[src/rtl/tkin_pkg.sv]
// ============================================================================
// Track kinematics package
// Shared payload types, widths and constant tables for the track kinematics
// pipeline.
// ============================================================================
package tkin_pkg;

    // One request on the input channel.
    typedef struct packed {
        logic signed [15:0] mom_x;
        logic signed [15:0] mom_y;
        logic signed [15:0] mom_z;
    } in_item_t;

    // One request on the result channel.
    typedef struct packed {
        logic        [15:0] trans_mom;
        logic        [15:0] total_mom;
        logic        [15:0] polar;
        logic signed [15:0] pseudo_rap;
        logic               undefined_flag;
    } out_item_t;

    // Square root unit: 32-bit radicand scaled by 2^16, 24-bit root.
    localparam int RAD_W  = 32;
    localparam int ROOT_W = 24;
    localparam int REM_W  = 26;

    // Logarithm unit.
    localparam int LOG_IN_W = 25;
    localparam int EXP_W    = 5;
    localparam int MANT_W   = 31;
    localparam int LOG_FRAC = 16;
    localparam int LOG_W    = EXP_W + LOG_FRAC;
    localparam int LN2_W    = 30;
    localparam int PROD_W   = LOG_W + LN2_W;
    localparam int MAG_W    = 17;
    localparam logic [LN2_W-1:0] LN2_Q30 = 30'd744261118;

    // Angle unit.
    localparam int CX_W        = 27;
    localparam int PHI_W       = 32;
    localparam int ATAN_ENTRIES = 24;
    localparam logic signed [PHI_W-1:0] HALF_PI_Q30 = 32'sd1686629713;
    localparam logic [15:0] HALF_PI_Q14 = 16'd25736;
    localparam logic [15:0] PI_Q14      = 16'd51472;

    // atan(2^-i) scaled by 2^30, truncated.
    localparam logic [PHI_W-1:0] ATAN_TAB [0:ATAN_ENTRIES-1] = '{
        32'h3243F6A8, 32'h1DAC6705, 32'h0FADBAFC, 32'h07F56EA6, 32'h03FEAB76,
        32'h01FFD55B, 32'h00FFFAAA, 32'h007FFF55, 32'h003FFFEA, 32'h001FFFFD,
        32'h000FFFFF, 32'h0007FFFF, 32'h0003FFFF, 32'h0001FFFF, 32'h0000FFFF,
        32'h00007FFF, 32'h00003FFF, 32'h00001FFF, 32'h00000FFF, 32'h000007FF,
        32'h000003FF, 32'h000001FF, 32'h000000FF, 32'h0000007F
    };

endpackage

[src/rtl/tkin_cordic.sv]
// ============================================================================
// Pipelined vectoring CORDIC
// Angle atan2(y, x) for x >= 0, one rotation per stage, Q14 result.
// ============================================================================
module tkin_cordic import tkin_pkg::*; #(
    parameter int STEPS  = 16,
    parameter int SIDE_W = 51
) (
    input  logic                 aclk,
    input  logic                 aresetn,
    input  logic                 en,
    input  logic                 in_valid,
    input  logic [ROOT_W-1:0]    in_x,
    input  logic [ROOT_W-1:0]    in_y,
    input  logic [SIDE_W-1:0]    in_side,
    output logic                 out_valid,
    output logic [15:0]          out_phi,
    output logic [SIDE_W-1:0]    out_side
);

    localparam int S  = (STEPS > ATAN_ENTRIES) ? ATAN_ENTRIES : ((STEPS < 1) ? 1 : STEPS);
    localparam int NS = S + 1;

    logic [NS-1:0]            valid_reg;
    logic [SIDE_W-1:0]        side_reg [0:NS-1];
    logic signed [CX_W-1:0]   cx_reg   [1:S];
    logic signed [CX_W-1:0]   cy_reg   [1:S];
    logic signed [PHI_W-1:0]  phi_reg  [1:S];
    logic [15:0]              phi14_reg;

    logic [PHI_W-1:0]         phi_c;
    logic [PHI_W-1:0]         phi_rnd;
    logic [15:0]              phi14;

    always_ff @(posedge aclk) begin
        if (!aresetn) begin
            valid_reg <= '0;
        end else if (en) begin
            valid_reg <= {valid_reg[NS-2:0], in_valid};
        end
    end

    always_ff @(posedge aclk) begin
        if (en) begin
            side_reg[0] <= in_side;
            for (int i = 1; i < NS; i++) begin
                side_reg[i] <= side_reg[i-1];
            end
        end
    end

    for (genvar k = 0; k < S; k++) begin : g_step
        logic signed [CX_W-1:0]  cx_in;
        logic signed [CX_W-1:0]  cy_in;
        logic signed [PHI_W-1:0] phi_in;
        logic signed [CX_W-1:0]  dx;
        logic signed [CX_W-1:0]  dy;

        if (k == 0) begin : g_first
            assign cx_in  = signed'(CX_W'(in_x));
            assign cy_in  = signed'(CX_W'(in_y));
            assign phi_in = '0;
        end else begin : g_next
            assign cx_in  = cx_reg[k];
            assign cy_in  = cy_reg[k];
            assign phi_in = phi_reg[k];
        end

        assign dx = cy_in >>> k;
        assign dy = cx_in >>> k;

        always_ff @(posedge aclk) begin
            if (en) begin
                if (cy_in > 0) begin
                    cx_reg[k+1]  <= cx_in + dx;
                    cy_reg[k+1]  <= cy_in - dy;
                    phi_reg[k+1] <= phi_in + signed'(ATAN_TAB[k]);
                end else begin
                    cx_reg[k+1]  <= cx_in - dx;
                    cy_reg[k+1]  <= cy_in + dy;
                    phi_reg[k+1] <= phi_in - signed'(ATAN_TAB[k]);
                end
            end
        end
    end

    // Clamp to 0..pi/2, round half up to Q14, clamp again.
    always_comb begin
        if (phi_reg[S] < 0) begin
            phi_c = '0;
        end else if (phi_reg[S] > HALF_PI_Q30) begin
            phi_c = HALF_PI_Q30;
        end else begin
            phi_c = phi_reg[S];
        end
        phi_rnd = phi_c + PHI_W'(32'h0000_8000);
        phi14   = (phi_rnd[31:16] > HALF_PI_Q14) ? HALF_PI_Q14 : phi_rnd[31:16];
    end

    always_ff @(posedge aclk) begin
        if (en) begin
            phi14_reg <= phi14;
        end
    end

    assign out_valid = valid_reg[NS-1];
    assign out_phi   = phi14_reg;
    assign out_side  = side_reg[NS-1];

endmodule

[config.mk]
export PLATFORM = sky130hd
export DESIGN_NAME = tkin_cordic
export DESIGN_NICKNAME = d
export VERILOG_FILES = /design/src/rtl/tkin_pkg.sv /design/src/rtl/tkin_cordic.sv
export SDC_FILE = /design/constraint.sdc
export NUM_CORES = 2
export LEC_CHECK = 0
export BUFFER_PORTS_ARGS = -buffer_cell sky130_fd_sc_hd__buf_2
export CAP_MARGIN = 20
export CORE_MARGIN = 3
export CORE_UTILIZATION = 58
export CTS_CLUSTER_DIAMETER = 100
export DETAILED_ROUTE_END_ITERATION = 7
export GPL_ROUTABILITY_DRIVEN = 0
export GPL_TIMING_DRIVEN = 0
export PLACE_DENSITY = 0.77
export SYNTH_ARGS = -nofsm -noshare
export SYNTH_HDL_FRONTEND = slang
export SYNTH_SLANG_ARGS = --single-unit
[constraint.sdc]
create_clock -name aclk -period 6.2 [get_ports aclk]
set_input_delay 1.24 -clock aclk [delete_from_list [all_inputs] [get_ports aclk]]
set_output_delay 1.24 -clock aclk [all_outputs]
set_load 0.005 [all_outputs]
=== After elaboration in Yosys (flattened, before gate mapping) ===
Memory sizes are Yosys's and may differ from the RTL's.
Cells that the tools add are included.

* Register bits after elaboration: 33
* Bits in writable memories: 2243
* Input port bits: 103
* Output and inout port bits: 68
* Word-level logic and storage cells: 315
* Memories: 4

* $add $sub $neg: 94
* Magnitude comparators: 19
* Muxes and demuxes: 148
* Bitwise operators: 48

{| class="wikitable"
|+ Memories
! name !! depth !! bits a word !! read ports !! clocked after memory_dff !! write ports !! RTL line !! source
|-
| side_reg || 17 || 51 || 17 || 0 || 17 || tkin_cordic.sv:25 || <nowiki>logic [SIDE_W-1:0] side_reg [0:NS-1];</nowiki>
|-
| phi_reg || 16 || 32 || 16 || 0 || 16 || tkin_cordic.sv:28 || <nowiki>logic signed [PHI_W-1:0] phi_reg [1:S];</nowiki>
|-
| cx_reg || 16 || 27 || 15 || 0 || 16 || tkin_cordic.sv:26 || <nowiki>logic signed [CX_W-1:0] cx_reg [1:S];</nowiki>
|-
| cy_reg || 16 || 27 || 15 || 0 || 16 || tkin_cordic.sv:27 || <nowiki>logic signed [CX_W-1:0] cy_reg [1:S];</nowiki>
|}

{| class="wikitable"
|+ Operators by type and width
! kind !! count
|-
| $mux 27 || 32
|-
| $mux 32 || 18
|-
| $gt 27x1->1 const B || 15
|-
| $mux 1 || 98
|-
| $add 32x16->32 const B || 2
|-
| $add 27x12->27 || 2
|-
| $add 27x13->27 || 2
|-
| $add 27x14->27 || 2
|-
| $add 27x15->27 || 2
|-
| $add 27x16->27 || 2
|-
| $add 27x17->27 || 2
|-
| $add 27x18->27 || 2
|-
| $add 27x19->27 || 2
|-
| $add 27x20->27 || 2
|-
| $add 27x21->27 || 2
|-
| $add 27x22->27 || 2
|-
| $add 27x23->27 || 2
|-
| $add 27x24->27 || 2
|-
| $add 27x25->27 || 2
|-
| $add 27x26->27 || 2
|-
| $sub 27x12->27 || 2
|-
| $sub 27x13->27 || 2
|-
| $sub 27x14->27 || 2
|-
| $sub 27x15->27 || 2
|-
| other kinds (47) || 106
|}

=== Logic depth before layout (Yosys ltp) ===
An unclocked memory read counts as a cell.

* Depth after elaboration: 6
* Mapped depth: 25

=== Least setup slack after synthesis ===
No wires, ideal clock.

* Path type: input to register
* From: input port en
* To: register, netlist name cy_reg[0][134]
* Setup time: 259 ps
* Arrival: 5597 ps
* Data required time: 5941 ps
* Setup slack: 343 ps
* Stages: 18
* Path buffers: 4
* Path through: buf_2 clkbuf_1 o21ai_1 clkbuf_1 clkbuf_1 o21ai_0 fa_1 a211oi_1 o21ai_1 nand3_1 a21oi_1 o311a_1 o41ai_2 o21ai_1 or4_1 a31oi_1 o21bai_1 xnor2_1

{| class="wikitable"
|+ RTL lines
! element !! RTL line !! source
|-
| from (decl) || tkin_cordic.sv:11 || <nowiki>input logic en,</nowiki>
|}

==> results_dict.tcl <==
set metrics [dict create \
    cts_buffers 214 \
    h-tree-depth 4 \
    synth.top_cell.area_share_pct 48.7 \
    hold_depth 0 \
    min_path_type "flip-flop to flip-flop" \
    ys_ff_latch 2131 \
    final_common_cell "edfxtp_1" \
    fin_worst_skew_ns 0.0928 \
    portBuffers 170 \
    path_class "flip-flop to flip-flop" \
    num_rows 173 \
    status "complete, no violations" \
    nFillCells 16197 \
    wl_per_cell_um 19.6 \
    hold_viol 0 \
    synthSimpleGateAreaFrac_pct 10.3 \
    avgSynthCellArea_um2 11.3 \
    synth_nets 12957 \
    dp_cells 14765 \
    cts_tree "built" \
    clock_latency_ns 0.88 \
    clk_path_buf_depth 3 \
    syn_to_final_growth_pct 10.6 \
    vias 92838 \
    yosysTopAreaCell "edfxtp_1" \
    cap_violations 0 \
    synth_compound_area_share_pct 15.4 \
    timing.final.ws_setup_ns 0.0768 \
    grt_pass1_wl_um 470000 \
    coreArea_um2 223000 \
    ff2ff_path_depth 23 \
    grt_overflow 0 \
    die_w_um 480 \
    numClockSinks 2131 \
    min_to "side_reg[0][254]" \
    pin_count 171 \
    synthMuxAreaShare_pct 0.588 \
    crit_fanout 30 \
    slew_headroom_pct 21.9 \
    r2r_start "cy_reg[0][60]" \
    slew_viol_final 0 \
    dp_hpwl_um 219000 \
    ys_warn_count 0 \
    detail-route-antenna-nets 0 \
    start_kind "flip-flop" \
    synth_seq_area_share_pct 48.9 \
    synth.area.top_cells "edfxtp_1 (49%), ha_1 (12%), xnor2_1 (6.9%)" \
    clockRootBuffer "clkbuf_16" \
    first_global_vias 91574 \
    grt_use_total_pct 25.0 \
    antenna_found_initial 12 \
    min_period_ns 6.12 \
    fmax_mhz 163 \
    worst_pin_slew_ns 1.17 \
    syn_inst 11584 \
    finalCritPeriodShare_pct 98.8 \
    r2r_end "cy_reg[0][107]" \
    drc 0 \
    worstHoldStart "side_reg[0][203]" \
    synth_top_family_by_area "compound AO/OA/AOI/OAI gates" \
    layout-drive-gt1-share_pct 7.62 \
    reg2reg_slack_ns 0.08 \
    grt_max_degree 142 \
    clk_pin_slew_ns 0.07 \
    drt-pass1-iter-count 8 \
    ys_async_sr_fraction_pct 0 \
    pre_cts_slack_ns -3.57 \
    cp.arrival_ns 6.70 \
    synth_fa_ha_area_share_pct 12.4 \
    die_y_um 480 \
    finalNetCount 13426 \
    mostFrequentLayoutCells "edfxtp_1 (2114), ha_1 (1232), xnor2_1 (1024)" \
    die_area_um2 231000 \
    detail_route.wirelength_um 298000 \
    start_util_pct 58.5 \
    synth_edf_count 2114 \
    drtIter0Drc 8044 \
    crit_path_end_kind "flip-flop" \
    setup_viol 0 \
    final_cells 15207 \
    synth_xor_area_share_pct 10.3 \
    required_ns 6.78 \
    largest_reg_flops 867 \
    tns_ns 0 \
    viasPerCell 6.10 \
    final_util_pct 64.7 \
    synth.cell_area_um2 130000 \
    synth_cell_type_count 107 \
    synth_flop_cell "edfxtp_1" \
]
## how the worst max path moves through the flow
stage,startpoint,end,slack (ns)
5_1_grt,cy_reg[0][146],cx_reg[0][184],-0.07
3_5_place_dp,en,cx_reg[0][350],-3.57
3_3_place_gp,en,phi_reg[0][542],-17.67
6_report,cy_reg[0][60],cy_reg[0][107],0.08
2_1_floorplan,en,cy_reg[0][134],0.34
4_1_cts,cy_reg[0][284],phi_reg[0][383],0.001
## logic make-up after synthesis
logic type	after synthesis
muxes	74
other	1
adders and majority gates	1270
AOI/OAI and AO/OA	3147
DFF	2131
xor gates and xnor gates	1534
buffers and inverters	661
and+or+nand+nor	2766
## per-stage QoR
stage	area (um^2)	hold slack [ns]
CTS	144000	0.362
finish	144000	0.366
detailed placement	136000	0.405
global route	144000	0.375
floorplan	130000	0.400
global placement	135000	0.400
## critical path, stage by stage (launching register included)
cell       delay [ns]
edfxtp_1         0.41
or3_1            0.45
nor3_2           0.16
and3b_2          0.28
nand3_2          0.16
or3b_4           0.52
nor3_4           0.31
o21ai_2          0.13
clkbuf_8         0.22
clkbuf_16        0.24
nand2_1          0.12
o21ai_2          0.08
fa_1             0.43
a21o_1           0.18
a21oi_1          0.22
nand2b_2         0.21
a2111oi_4        0.10
nor4_2           0.31
nor2_1           0.17
a211oi_2         0.33
o31ai_2          0.12
a21o_1           0.20
a21oi_1          0.25
xnor2_1          0.16
## final cells by class
class / instances / area, um^2 / area share, %
Buffer: 204 / 1220 / 0.844
Timing Repair Buffer: 261 / 2270 / 1.57
Sequential cell: 2131 / 63800 / 44.2
Antenna cell: 3 / 7.51 / 0.00520
Inverter: 449 / 1710 / 1.18
Clock buffer: 249 / 5510 / 3.82
Multi-Input combinational cell: 8792 / 64500 / 44.7
Tap cell: 2975 / 3720 / 2.58
Clock inverter: 143 / 1540 / 1.07
## repair_timing
action                                  CTS  global route
cloned                                    7             1
setup buffers                             4            43
endpoints found under the setup margin  915           138
gates resized for setup                  99           109
pin swaps                                 6            18
hold buffers                              0             0
## per-layer routing
metal / part of all wire (%) / routed length, um / GRT usage [%] / vias to the layer above
met5: 0.010 / 30 / 0 / -
met4: 4.9 / 14600 / 11.9 / 4
met3: 6.5 / 19300 / 3.90 / 900
met2: 50 / 148000 / 44.0 / 3442
met1: 39 / 116000 / 30.0 / 44138
li1: - / - / - / 44354
## synthesized netlist by cell type (33+ instances only)
master	instances
a211oi_1	87
a21boi_0	33
a21o_1	407
a21oi_1	943
a31oi_1	103
and2_1	52
and3_1	76
buf_4	51
clkbuf_1	136
edfxtp_1	2114
fa_1	38
ha_1	1232
inv_1	438
mux2i_1	53
nand2_1	639
nand2b_1	159
nand3_1	186
nand4_1	66
nor2_1	843
nor2b_1	145
nor3_1	232
nor4_1	88
o211ai_1	49
o21a_1	198
o21ai_0	601
o21ai_1	49
o21bai_1	142
o31ai_1	174
o41ai_1	59
or2_2	45
or3_1	84
or4_1	47
xnor2_1	1024
xor2_1	510
Power is left out: the tool's default activity adds up to more than one toggle a clock period on the data nets, which glitch-free logic cannot reach.
